===== src/design/gregorian_date_decrement_defines.svh =====
// ----------------------------------------------------------------------------
// Gregorian date decrement assertion macros
// Shared property macros for the checks at the end of the date decrement block.
// ----------------------------------------------------------------------------
`ifndef GREGORIAN_DATE_DECREMENT_DEFINES_SVH
`define GREGORIAN_DATE_DECREMENT_DEFINES_SVH

// Same-cycle implication, sampled on clk and disabled while rst_n is low.
`define GDD_ASSERT_NOW(lbl, ante, cons, msg) \
    lbl: assert property (@(posedge clk) disable iff (!rst_n) (ante) |-> (cons)) \
        else $error(msg);

// Next-cycle implication, sampled on clk and disabled while rst_n is low.
`define GDD_ASSERT_NEXT(lbl, ante, cons, msg) \
    lbl: assert property (@(posedge clk) disable iff (!rst_n) (ante) |=> (cons)) \
        else $error(msg);

`endif


===== src/design/gdd_pkg.sv =====
// ----------------------------------------------------------------------------
// Gregorian date decrement package
// Operation codes, calendar constants and the month length and inverse helpers.
// ----------------------------------------------------------------------------
package gdd_pkg;

    localparam int COUNT_BITS_DEFAULT = 16;
    localparam int MONTHS_PER_YEAR    = 12;
    localparam int FEB_SHORT_DAYS     = 28;

    localparam logic [1:0] OP_DAYS         = 2'd0;
    localparam logic [1:0] OP_MONTHS_STEP  = 2'd1;
    localparam logic [1:0] OP_YEARS_STEP   = 2'd2;
    localparam logic [1:0] OP_YEARS_DIRECT = 2'd3;

    localparam logic [3:0] MONTH_JAN = 4'd1;
    localparam logic [3:0] MONTH_FEB = 4'd2;
    localparam logic [3:0] MONTH_DEC = 4'd12;

    localparam logic [4:0] DAYS_LONG  = 5'd31;
    localparam logic [4:0] DAYS_SHORT = 5'd30;
    localparam logic [4:0] DAYS_FEB   = 5'd28;
    localparam logic [4:0] DAYS_LEAP  = 5'd29;

    function automatic logic [31:0] inv_odd(input logic [31:0] a);
        logic [31:0] x;
        x = a;
        for (int i = 0; i < 5; i++)
        begin
            x = x * (32'd2 - a * x);
        end
        return x;
    endfunction

    localparam int          ABS_BITS    = 17;
    localparam logic [16:0] INV25       = 17'(inv_odd(32'd25));
    localparam logic [16:0] DIV25_LIMIT = 17'(((1 << ABS_BITS) - 1) / 25);

    function automatic logic [4:0] month_len(input logic [3:0] m, input logic leap);
        logic [4:0] n;
        case (m) inside
            4'd4, 4'd6, 4'd9, 4'd11: n = DAYS_SHORT;
            MONTH_FEB:               n = leap ? DAYS_LEAP : DAYS_FEB;
            default:                 n = DAYS_LONG;
        endcase
        return n;
    endfunction

endpackage


===== src/design/gregorian_date_decrement.sv =====
// ----------------------------------------------------------------------------
// Gregorian date decrement
// Steps a date back by days, months or years with one shared decrement path.
// ----------------------------------------------------------------------------
//  Channel   Handshake             Payload
//  request   req_valid, req_stall  operation, day, month, year, count
//  result    res_valid, res_stall  result_day, result_month, result_year
//
//  Days go back one month border or one partial month per step of the sequencer.
//  Months go back one month per step, or twelve months once the day is 28 or less.
//  Stepwise years step single years through a clamp step; direct years subtract the count, then clamp.
//  All of these run on the single day, month and year decrement register path.
//  Reset clears the sequencer and the result valid flag.
//  A new request is taken while an earlier result still waits on res_stall.
`include "gregorian_date_decrement_defines.svh"

module gregorian_date_decrement
    import gdd_pkg::*;
#(
    parameter int COUNT_BITS = COUNT_BITS_DEFAULT
)
(
    input  logic               clk,
    input  logic               rst_n,
    input  logic               req_valid,
    output logic               req_stall,
    input  logic [1:0]         operation,
    input  logic [4:0]         day,
    input  logic [3:0]         month,
    input  logic signed [15:0] year,
    input  logic [15:0]        count,
    output logic               res_valid,
    input  logic               res_stall,
    output logic [4:0]         result_day,
    output logic [3:0]         result_month,
    output logic signed [15:0] result_year
);

    localparam int CW = (COUNT_BITS > 5) ? COUNT_BITS : 5;

    typedef enum logic [3:0] {
        ST_IDLE  = 4'b0001,
        ST_RUN   = 4'b0010,
        ST_CLAMP = 4'b0100,
        ST_HOLD  = 4'b1000
    } state_t;

    state_t                  state_reg, state_next;
    logic [1:0]              op_reg, op_next;
    logic [4:0]              day_reg, day_next;
    logic [3:0]              month_reg, month_next;
    logic signed [15:0]      year_reg, year_next;
    logic [COUNT_BITS-1:0]   cnt_reg, cnt_next;
    logic                    brk_reg, brk_next;
    logic                    res_valid_reg, res_valid_next;
    logic [4:0]              res_day_reg, res_day_next;
    logic [3:0]              res_month_reg, res_month_next;
    logic signed [15:0]      res_year_reg, res_year_next;

    logic [16:0]             year_abs;
    logic [16:0]             year_prod;
    logic                    leap;
    logic [4:0]              cur_len;
    logic [4:0]              prev_len;
    logic [4:0]              day_m1;
    logic [15:0]             cnt16;
    logic                    accept;
    logic                    res_free;

    // Divisibility by 25 uses the modular inverse on the magnitude of the year.
    always_comb
    begin
        year_abs  = year_reg[15] ? 17'(-{year_reg[15], year_reg}) : {1'b0, year_reg};
        year_prod = year_abs * INV25;
        leap      = (year_reg[1:0] == 2'd0)
                    && ((year_reg[3:0] == 4'd0) || (year_prod > DIV25_LIMIT));
    end

    assign cur_len  = month_len(month_reg, leap);
    assign prev_len = month_len(month_reg - 4'd1, leap);
    assign day_m1   = day_reg - 5'd1;
    assign cnt16    = 16'(cnt_reg);
    assign accept   = req_valid && !req_stall;
    assign res_free = !res_valid_reg || !res_stall;

    always_comb
    begin
        state_next     = state_reg;
        op_next        = op_reg;
        day_next       = day_reg;
        month_next     = month_reg;
        year_next      = year_reg;
        cnt_next       = cnt_reg;
        brk_next       = brk_reg;
        res_valid_next = res_valid_reg && res_stall;
        res_day_next   = res_day_reg;
        res_month_next = res_month_reg;
        res_year_next  = res_year_reg;

        case (state_reg)
            ST_IDLE:
            begin
                if (accept)
                begin
                    op_next    = operation;
                    day_next   = (day == 5'd0) ? 5'd1 : day;
                    month_next = (month == 4'd0) ? MONTH_JAN
                               : ((month > MONTH_DEC) ? MONTH_DEC : month);
                    year_next  = year;
                    cnt_next   = COUNT_BITS'(count);
                    brk_next   = 1'b0;
                    state_next = ST_RUN;
                end
            end
            ST_RUN:
            begin
                case (op_reg)
                    OP_DAYS:
                    begin
                        if (cnt_reg == '0)
                        begin
                            state_next = ST_HOLD;
                        end
                        else if (day_reg > 5'd1)
                        begin
                            if (CW'(cnt_reg) > CW'(day_m1))
                            begin
                                day_next = 5'd1;
                                cnt_next = cnt_reg - COUNT_BITS'(day_m1);
                            end
                            else
                            begin
                                day_next = day_reg - 5'(cnt_reg);
                                cnt_next = '0;
                            end
                        end
                        else
                        begin
                            if (month_reg == MONTH_JAN)
                            begin
                                month_next = MONTH_DEC;
                                day_next   = DAYS_LONG;
                                year_next  = year_reg - 16'sd1;
                            end
                            else
                            begin
                                month_next = month_reg - 4'd1;
                                day_next   = prev_len;
                            end
                            cnt_next = cnt_reg - COUNT_BITS'(1);
                        end
                    end
                    OP_MONTHS_STEP:
                    begin
                        if (cnt_reg == '0)
                        begin
                            state_next = ST_HOLD;
                        end
                        else if ((day_reg <= 5'(FEB_SHORT_DAYS))
                                 && (cnt_reg >= COUNT_BITS'(MONTHS_PER_YEAR)))
                        begin
                            year_next = year_reg - 16'sd1;
                            cnt_next  = cnt_reg - COUNT_BITS'(MONTHS_PER_YEAR);
                        end
                        else
                        begin
                            if (month_reg == MONTH_JAN)
                            begin
                                month_next = MONTH_DEC;
                                year_next  = year_reg - 16'sd1;
                            end
                            else
                            begin
                                month_next = month_reg - 4'd1;
                                day_next   = (day_reg > prev_len) ? prev_len : day_reg;
                            end
                            cnt_next = cnt_reg - COUNT_BITS'(1);
                        end
                    end
                    OP_YEARS_STEP:
                    begin
                        if ((cnt_reg != '0) && !brk_reg
                            && ((month_reg == MONTH_FEB) ? (day_reg > DAYS_FEB)
                                                         : (day_reg >= cur_len)))
                        begin
                            year_next  = year_reg - 16'sd1;
                            cnt_next   = cnt_reg - COUNT_BITS'(1);
                            state_next = ST_CLAMP;
                        end
                        else
                        begin
                            year_next  = year_reg - signed'(cnt16);
                            cnt_next   = '0;
                            state_next = ST_HOLD;
                        end
                    end
                    default:
                    begin
                        year_next  = year_reg - signed'(cnt16);
                        cnt_next   = '0;
                        state_next = ST_CLAMP;
                    end
                endcase
            end
            ST_CLAMP:
            begin
                day_next = (day_reg > cur_len) ? cur_len : day_reg;
                if (op_reg == OP_YEARS_DIRECT)
                begin
                    state_next = ST_HOLD;
                end
                else
                begin
                    brk_next   = (month_reg != MONTH_FEB);
                    state_next = ST_RUN;
                end
            end
            ST_HOLD:
            begin
                if (res_free)
                begin
                    res_valid_next = 1'b1;
                    res_day_next   = day_reg;
                    res_month_next = month_reg;
                    res_year_next  = year_reg;
                    state_next     = ST_IDLE;
                end
            end
            default:
            begin
                state_next = ST_IDLE;
            end
        endcase
    end

    always_ff @(posedge clk or negedge rst_n)
    begin
        if (!rst_n)
        begin
            state_reg     <= ST_IDLE;
            res_valid_reg <= 1'b0;
        end
        else
        begin
            state_reg     <= state_next;
            res_valid_reg <= res_valid_next;
        end
    end

    always_ff @(posedge clk)
    begin
        op_reg        <= op_next;
        day_reg       <= day_next;
        month_reg     <= month_next;
        year_reg      <= year_next;
        cnt_reg       <= cnt_next;
        brk_reg       <= brk_next;
        res_day_reg   <= res_day_next;
        res_month_reg <= res_month_next;
        res_year_reg  <= res_year_next;
    end

    assign req_stall    = (state_reg != ST_IDLE);
    assign res_valid    = res_valid_reg;
    assign result_day   = res_day_reg;
    assign result_month = res_month_reg;
    assign result_year  = res_year_reg;

    `GDD_ASSERT_NEXT(a_accept_starts_run, accept, state_reg == ST_RUN,
                     "accepted request did not start the sequencer")
    `GDD_ASSERT_NOW(a_result_in_range, res_valid,
                    (result_month >= MONTH_JAN) && (result_month <= MONTH_DEC)
                    && (result_day != 5'd0),
                    "result date out of range")
    `GDD_ASSERT_NOW(a_clamp_years_only, state_reg == ST_CLAMP,
                    (op_reg == OP_YEARS_STEP) || (op_reg == OP_YEARS_DIRECT),
                    "clamp step reached by a day or month operation")
    `GDD_ASSERT_NOW(a_run_day_nonzero, state_reg == ST_RUN,
                    (day_reg != 5'd0) && (month_reg != 4'd0) && (month_reg <= MONTH_DEC),
                    "working date lost its normal form")

endmodule


===== config.mk =====
export PLATFORM = sky130hd
export DESIGN_NAME = gregorian_date_decrement
export DESIGN_NICKNAME = d
export VERILOG_FILES = /design/src/design/gdd_pkg.sv /design/src/design/gregorian_date_decrement.sv
export VERILOG_INCLUDE_DIRS = /design/src /design/src/design
export SDC_FILE = /design/constraint.sdc
export NUM_CORES = 1
export LEC_CHECK = 0
export ABC_AREA = 1
export ABC_CLOCK_PERIOD_IN_PS = 15660
export BUFFER_PORTS_ARGS = -buffer_cell sky130_fd_sc_hd__buf_2
export CAP_MARGIN = 25
export CORE_ASPECT_RATIO = 1.1
export CORE_MARGIN = 5
export CORE_UTILIZATION = 45
export DETAILED_ROUTE_END_ITERATION = 12
export PLACE_DENSITY = 0.65
export RECOVER_POWER = 25
export SYNTH_ARGS = -nofsm -noshare
export SYNTH_HDL_FRONTEND = slang
export SYNTH_SLANG_ARGS = --single-unit

===== constraint.sdc =====
create_clock -name clk -period 15.66 [get_ports clk]
set_input_delay 3.132 -clock clk [delete_from_list [all_inputs] [get_ports clk]]
set_output_delay 3.132 -clock clk [all_outputs]
set_load 0.01 [all_outputs]

== After elaboration in Yosys (flattened, before gate mapping) ==
Cells that the tools add are included.
Word-level totals
  flip-flop bits (word level): 74
  bits of input ports: 47
  output and inout port bits: 27
  logic and storage cells: 156
Cells by class
  add/sub/neg operators: 9
  multipliers: 1
  order comparisons: 10
  equality and inequality tests: 32
  multiplexer cells: 60
  reduce and logical (&&, ||, !) cells: 33
Operators by type and width (count)
  2-to-1 mux 16 bit: 14
  case mux 16 bit (3 select lines): 2
  case mux 16 bit (2 select lines): 2
  2-to-1 mux 4 bit: 13
  2-to-1 mux 5 bit: 10
  case mux 4 bit (2 select lines): 3
  inequality test 3 bit (second input constant): 7
  equality test 4 x 3 -> 1 bit (second input constant): 5
  equality test 4 bit (second input constant): 5
  greater-than comparator 17 x 13 -> 1 bit (second input constant): 1
  multiplier 17 x 17 -> 17 bit (second input constant): 1
  2-to-1 mux 17 bit: 1
  negator 17 bit: 1
  greater-or-equal comparator 16 x 4 -> 1 bit (second input constant): 1
  greater-than comparator 16 x 5 -> 1 bit: 1
  logical NOT 16 bit: 1
  case mux 4 bit (4 select lines): 1
  nonzero test 16 bit: 1
  subtractor 16 x 1 -> 16 bit (second input constant): 1
  subtractor 16 bit: 1
  subtractor 16 x 2 -> 16 bit (second input constant): 1
  subtractor 16 x 4 -> 16 bit (second input constant): 1
  subtractor 16 x 5 -> 16 bit: 1
  case mux 5 bit (3 select lines): 1
  37 further kinds: 69

== Depth between registers and ports, before layout ==
  word-level depth: 16
  depth in mapped cells: 46
  mapped depth without buffers: 46

== Worst setup path after synthesis ==
No wires, ideal clock.
  path kind: reg-to-reg
  start point: reg year_reg[0]
  end point: reg year_reg[11], data pin
  library setup time: 259 ps
  arrival time: 6904 ps
  data required time: 15401 ps
  setup slack: 8498 ps
  cell stages (with the launch flop): 44
  buffers on the path: 0
  period minus slack after synthesis: 7162 ps
  path through: edfxtp_1 inv_2 ha_1 nand2_1 inv_2 nand2_2 nor3_2 nand2_1 xor2_1 inv_1 o21ai_0 ha_1 inv_1 fa_1 inv_1 fa_1 fa_1 inv_1 [... 8 more ...] nor2_1 o21ai_0 a21oi_1 nand3_2 nand2_2 a21oi_1 ha_1 nor2_1 o21ai_0 o211ai_1 nand3_1 nor2_2 nor2_4 inv_2 a221oi_1 nand3_1 o211ai_1 nand2_1
Between the ends
  word-level cells in the longest chain between the ends: 15
  elaborated cells on any way between the ends: 24
  those cells by class: 3 x add/sub; 1 x mul; 2 x order compare; 13 x mux; 5 x reduce/logical
RTL lines
  start, declared: RTL line gregorian_date_decrement.sv:52  | logic signed [15:0] year_reg, year_next;
  start signal, assigned: RTL line gregorian_date_decrement.sv:255  | year_reg <= year_next;
  negator 17 bit: RTL line gregorian_date_decrement.sv:73  | year_abs = year_reg[15] ? 17'(-{year_reg[15], year_reg}) : {1'b0, year_reg};
  2-to-1 mux 17 bit: RTL line gregorian_date_decrement.sv:73
  multiplier 17 x 17 -> 17 bit: RTL line gregorian_date_decrement.sv:74  | year_prod = year_abs * INV25;
  greater-than comparator 17 x 13 -> 1 bit: RTL line gregorian_date_decrement.sv:76  | && ((year_reg[3:0] == 4'd0) || (year_prod > DIV25_LIMIT));
  logical OR 1 bit: RTL line gregorian_date_decrement.sv:76
  logical AND 1 bit: RTL line gregorian_date_decrement.sv:76
  2-to-1 mux 1 bit: RTL line gdd_pkg.sv:43  | MONTH_FEB: n = leap ? DAYS_LEAP : DAYS_FEB;
  2-to-1 mux 2 bit (2 in series): RTL line gdd_pkg.sv:41  | case (m) inside
  greater-or-equal comparator 5 bit: RTL line gregorian_date_decrement.sv:184  | : (day_reg >= cur_len)))
  2-to-1 mux 1 bit: RTL line gregorian_date_decrement.sv:183  | && ((month_reg == MONTH_FEB) ? (day_reg > DAYS_FEB)
  logical AND 1 bit: RTL line gregorian_date_decrement.sv:183
  2-to-1 mux 16 bit: RTL line gregorian_date_decrement.sv:182  | if ((cnt_reg != '0) && !brk_reg
  case mux 16 bit (3 select lines) (*): RTL line gregorian_date_decrement.sv:117  | case (op_reg)
  case mux 16 bit (2 select lines) (*): RTL line gregorian_date_decrement.sv:100  | case (state_reg)
  via year_next[11]: RTL line gregorian_date_decrement.sv:52
The timed path passes the listed nets; every way through them passes the cells marked *. The select of a mux whose other input is x is not followed.
A chain may end at the register's enable or synchronous reset.

== Final worst setup path ==
  start point: reg year_reg[0]
  end point: reg cnt_reg[11], in the netlist cnt16[11], data pin
Between the ends
  word-level cells in the longest chain between the ends: 15
  elaborated cells on any way between the ends: 17
  those cells by class: 1 x add/sub; 1 x mul; 2 x order compare; 8 x mux; 5 x reduce/logical
RTL lines
  negator 17 bit: RTL line gregorian_date_decrement.sv:73
  2-to-1 mux 17 bit: RTL line gregorian_date_decrement.sv:73
  multiplier 17 x 17 -> 17 bit: RTL line gregorian_date_decrement.sv:74
  greater-than comparator 17 x 13 -> 1 bit: RTL line gregorian_date_decrement.sv:76
  logical OR 1 bit: RTL line gregorian_date_decrement.sv:76
  logical AND 1 bit (*): RTL line gregorian_date_decrement.sv:76
  2-to-1 mux 1 bit (*): RTL line gdd_pkg.sv:43
  2-to-1 mux 2 bit (*) (2 in series): RTL line gdd_pkg.sv:41
  greater-or-equal comparator 5 bit (*): RTL line gregorian_date_decrement.sv:184
  2-to-1 mux 1 bit (*): RTL line gregorian_date_decrement.sv:183
  logical AND 1 bit (*): RTL line gregorian_date_decrement.sv:183
  2-to-1 mux 16 bit (*): RTL line gregorian_date_decrement.sv:182
  case mux 16 bit (3 select lines) (*): RTL line gregorian_date_decrement.sv:117
  case mux 16 bit (2 select lines) (*): RTL line gregorian_date_decrement.sv:100
  via cnt_next[11]: RTL line gregorian_date_decrement.sv:53  | logic [COUNT_BITS-1:0] cnt_reg, cnt_next;
  end signal, assigned: RTL line gregorian_date_decrement.sv:256  | cnt_reg <= cnt_next;
  end, declared: RTL line gregorian_date_decrement.sv:53
The timed path passes the listed nets; every way through them passes the cells marked *.

==> out/qor.yml <==
status:
  status: "finished clean"
global_routing:
  track_usage_pct: 22.1
  grt_pass1_vias: 7536
  grt_antenna_before_repair: 0
  grt_pass1_wl_mm: 38.8
  grt_overflow_total: 0
  met2_usage_pct: 38.1
  gr-usage-met1_pct: 28.7
  grt_max_degree: 35
  grt-busiest-layer: "met2"
  gr-usage-met3_pct: 2.46
synth:
  synth_top_flop_cell: "edfxtp_1"
  synth_top_cell_area_share_pct: 24.0
  synthArstFlopShare_pct: 6.76
  synth-compound-area-share_pct: 14.4
  syn_area_um2: 8620
  synthSimpleGateAreaFrac_pct: 21.6
  yosysTopAreaCell: "edfxtp_1"
  yosysWarnings: 0
  muxShareOfSynthArea_pct: 0
  synth_seq_cells: 74
  synth_most_common_cell: "nand2_1"
  netlist_top_cells_count: "nand2_1 (214), inv_1 (188), ha_1 (107)"
  synth_top_family_by_area: "simple AND/OR/NAND/NOR gates"
  synth_nets: 1306
  yosys-top-cells-area: "edfxtp_1 (24%), ha_1 (16%), nand2_1 (9.3%)"
  synthXorXnorAreaFrac_pct: 7.59
  synth_edf_count: 69
  syn-instance-count: 1128
  seq_area_frac_synth_pct: 25.5
  syn_area_per_cell_um2: 7.64
  netlist-cell-type-count: 56
  synth_fa_ha_area_share_pct: 21.1
clocking:
  postCtsSetupBuffers: 0
  clock_path_buffers: 2
  numCtsBuffers: 9
  cts_tree: "built"
  cts_resized: 0
  cts_hold_buf: 0
  h-tree-depth: 3
  clk_latency_ps: 340
  cts_sinks: 74
  clockRootBuffer: "clkbuf_16"
  clkTransAtPathRegs_ps: 60
finish:
  seq_area_um2: 2200
  antenna_cells: 0
  syn_to_final_growth_pct: 10.6
  layout-drive-gt1-share_pct: 12.0
  final_nets: 1377
  multi_input_area_um2: 5580
  stdcell_count: 1451
  fillers: 1896
sta:
  setup_viol: 0
  whs_ps: 502
  finClkSkew_ps: 11.1
  tightest_slew_ps: 1100
  relSlewSlack_pct: 26.0
  grt_setup_unrepaired: "false"
  fin_tns_setup_ps: 0
  period_share_pct: 53.1
  fmax_mhz: 120
  period_needed_ps: 8320
  maxSlewViolCount: 0
  hold_viol_final: 0
critical_path:
  crit_type: "reg -> reg"
  crit_required_ps: 15760
  crit_top_cell: "inv_1"
  cp-start-kind: "flip-flop"
  cp.arrival_ps: 8420
  critPathCaptureType: "flip-flop"
  crit_slowest_cell: "nor2_2"
  critPathMaxStageDelay_ps: 590
  crit_path_max_fanout: 17
detailed_routing:
  ant_nets: 0
  route.detailed.drc: 0
  wl_per_cell_um: 16.5
  drtIter0Drc: 472
  vias: 7767
  vias_per_cell: 5.35
  routed_wl_mm: 24.0
  drtPass1Iterations: 5
floorplan:
  initial_utilization_pct: 45.4
  pin_count: 74
  dieHeight_um: 155
  rows: 53
  fp.dieArea_um2: 22000
  core_um2: 19000
  dieWidth_um: 142
placement:
  globalplace.congestion: 0.886
  dp.cells: 1435
  dp_hpwl_mm: 19.4
  port_buffers: 73
run:
  cap_violations: 0
hold_path:
  min_path_type: "reg -> reg"
==> worst max-delay path: cells and delay by family, from the launching register on <==
kind,cells,cell delay (ps)
simple gates,16,2160
flops,1,560
buf+inv,8,600
fa+ha+maj,8,2950
compound gates,9,1440
xor+xnor,2,380
==> cell type report <==
| type | count | area share, % |
|---|---|---|
| Tap cell | 247 | 3.24 |
| Sequential cell | 74 | 23.1 |
| Multi-Input combinational cell | 835 | 58.6 |
| Clock inverter | 7 | 0.630 |
| Inverter | 201 | 7.94 |
| Clock buffer | 9 | 2.36 |
| Timing Repair Buffer | 78 | 4.20 |
==> placed cells by master (no fill, tap or decap), types with 4 or more instances in the layout <==
master,count
nor2_1,96
o31ai_1,5
xnor2_1,14
o2111ai_1,4
clkbuf_16,9
buf_2,71
nand4_1,7
xor2_1,57
nor2_2,7
nand3_2,4
a21oi_1,66
edfxtp_1,69
buf_4,5
inv_1,187
o221ai_1,13
o22ai_1,4
nand3b_1,4
nand2_1,214
or2_2,4
a221oi_1,4
o21ai_1,9
nand2_2,13
ha_1,107
nor3_1,18
fa_1,24
nor2_4,4
nand3_1,46
o21ai_0,64
dfrtp_1,4
o211ai_1,10
inv_2,12
==> through the flow <==
step | util, % | setup WS (ps) | area [µm²]
after global routing | 50.3 | 6530 | 9530
final | 50.3 | 7340 | 9530
after CTS | 50.3 | 7360 | 9540
after global placement | 48.8 | 7590 | 9250
after floorplan | - | 8500 | 8620
after detailed placement | 48.8 | 7370 | 9250
==> metal layers <==
layer	vias up	wire, µm
li1	3894	-
met1	3554	10000
met2	275	11800
met3	44	1470
met4	0	734
met5	-	0
==> path summary, 6_finish.rpt <==
kind / from / end / slack (ps) / cells past startpoint
min reg2reg: res_valid / res_valid / 500 / 2
max in group asynchronous: rst_n / state_reg[0] / 12740 / 1
min: res_valid / res_valid / 500 / 2
min in group asynchronous: rst_n / state_reg[1] / 2640 / 1
max reg2reg: year_reg[0] / cnt16[11] / 7340 / 43
max: year_reg[0] / cnt16[11] / 7340 / 43
==> logic make-up (layout without fill, tap and decap cells) <==
| group | Yosys count | count (layout) |
|---|---|---|
| adder cells (fa/ha/maj) | 131 | 131 |
| XOR/XNOR | 73 | 73 |
| buffers and inverters | 219 | 295 |
| AO/OA/AOI/OAI | 207 | 207 |
| flip-flops | 74 | 74 |
| AND/OR/NAND/NOR | 424 | 424 |
Power is not shown: default switching activity piles up to over one toggle a cycle in this logic, so the estimate is an artifact.
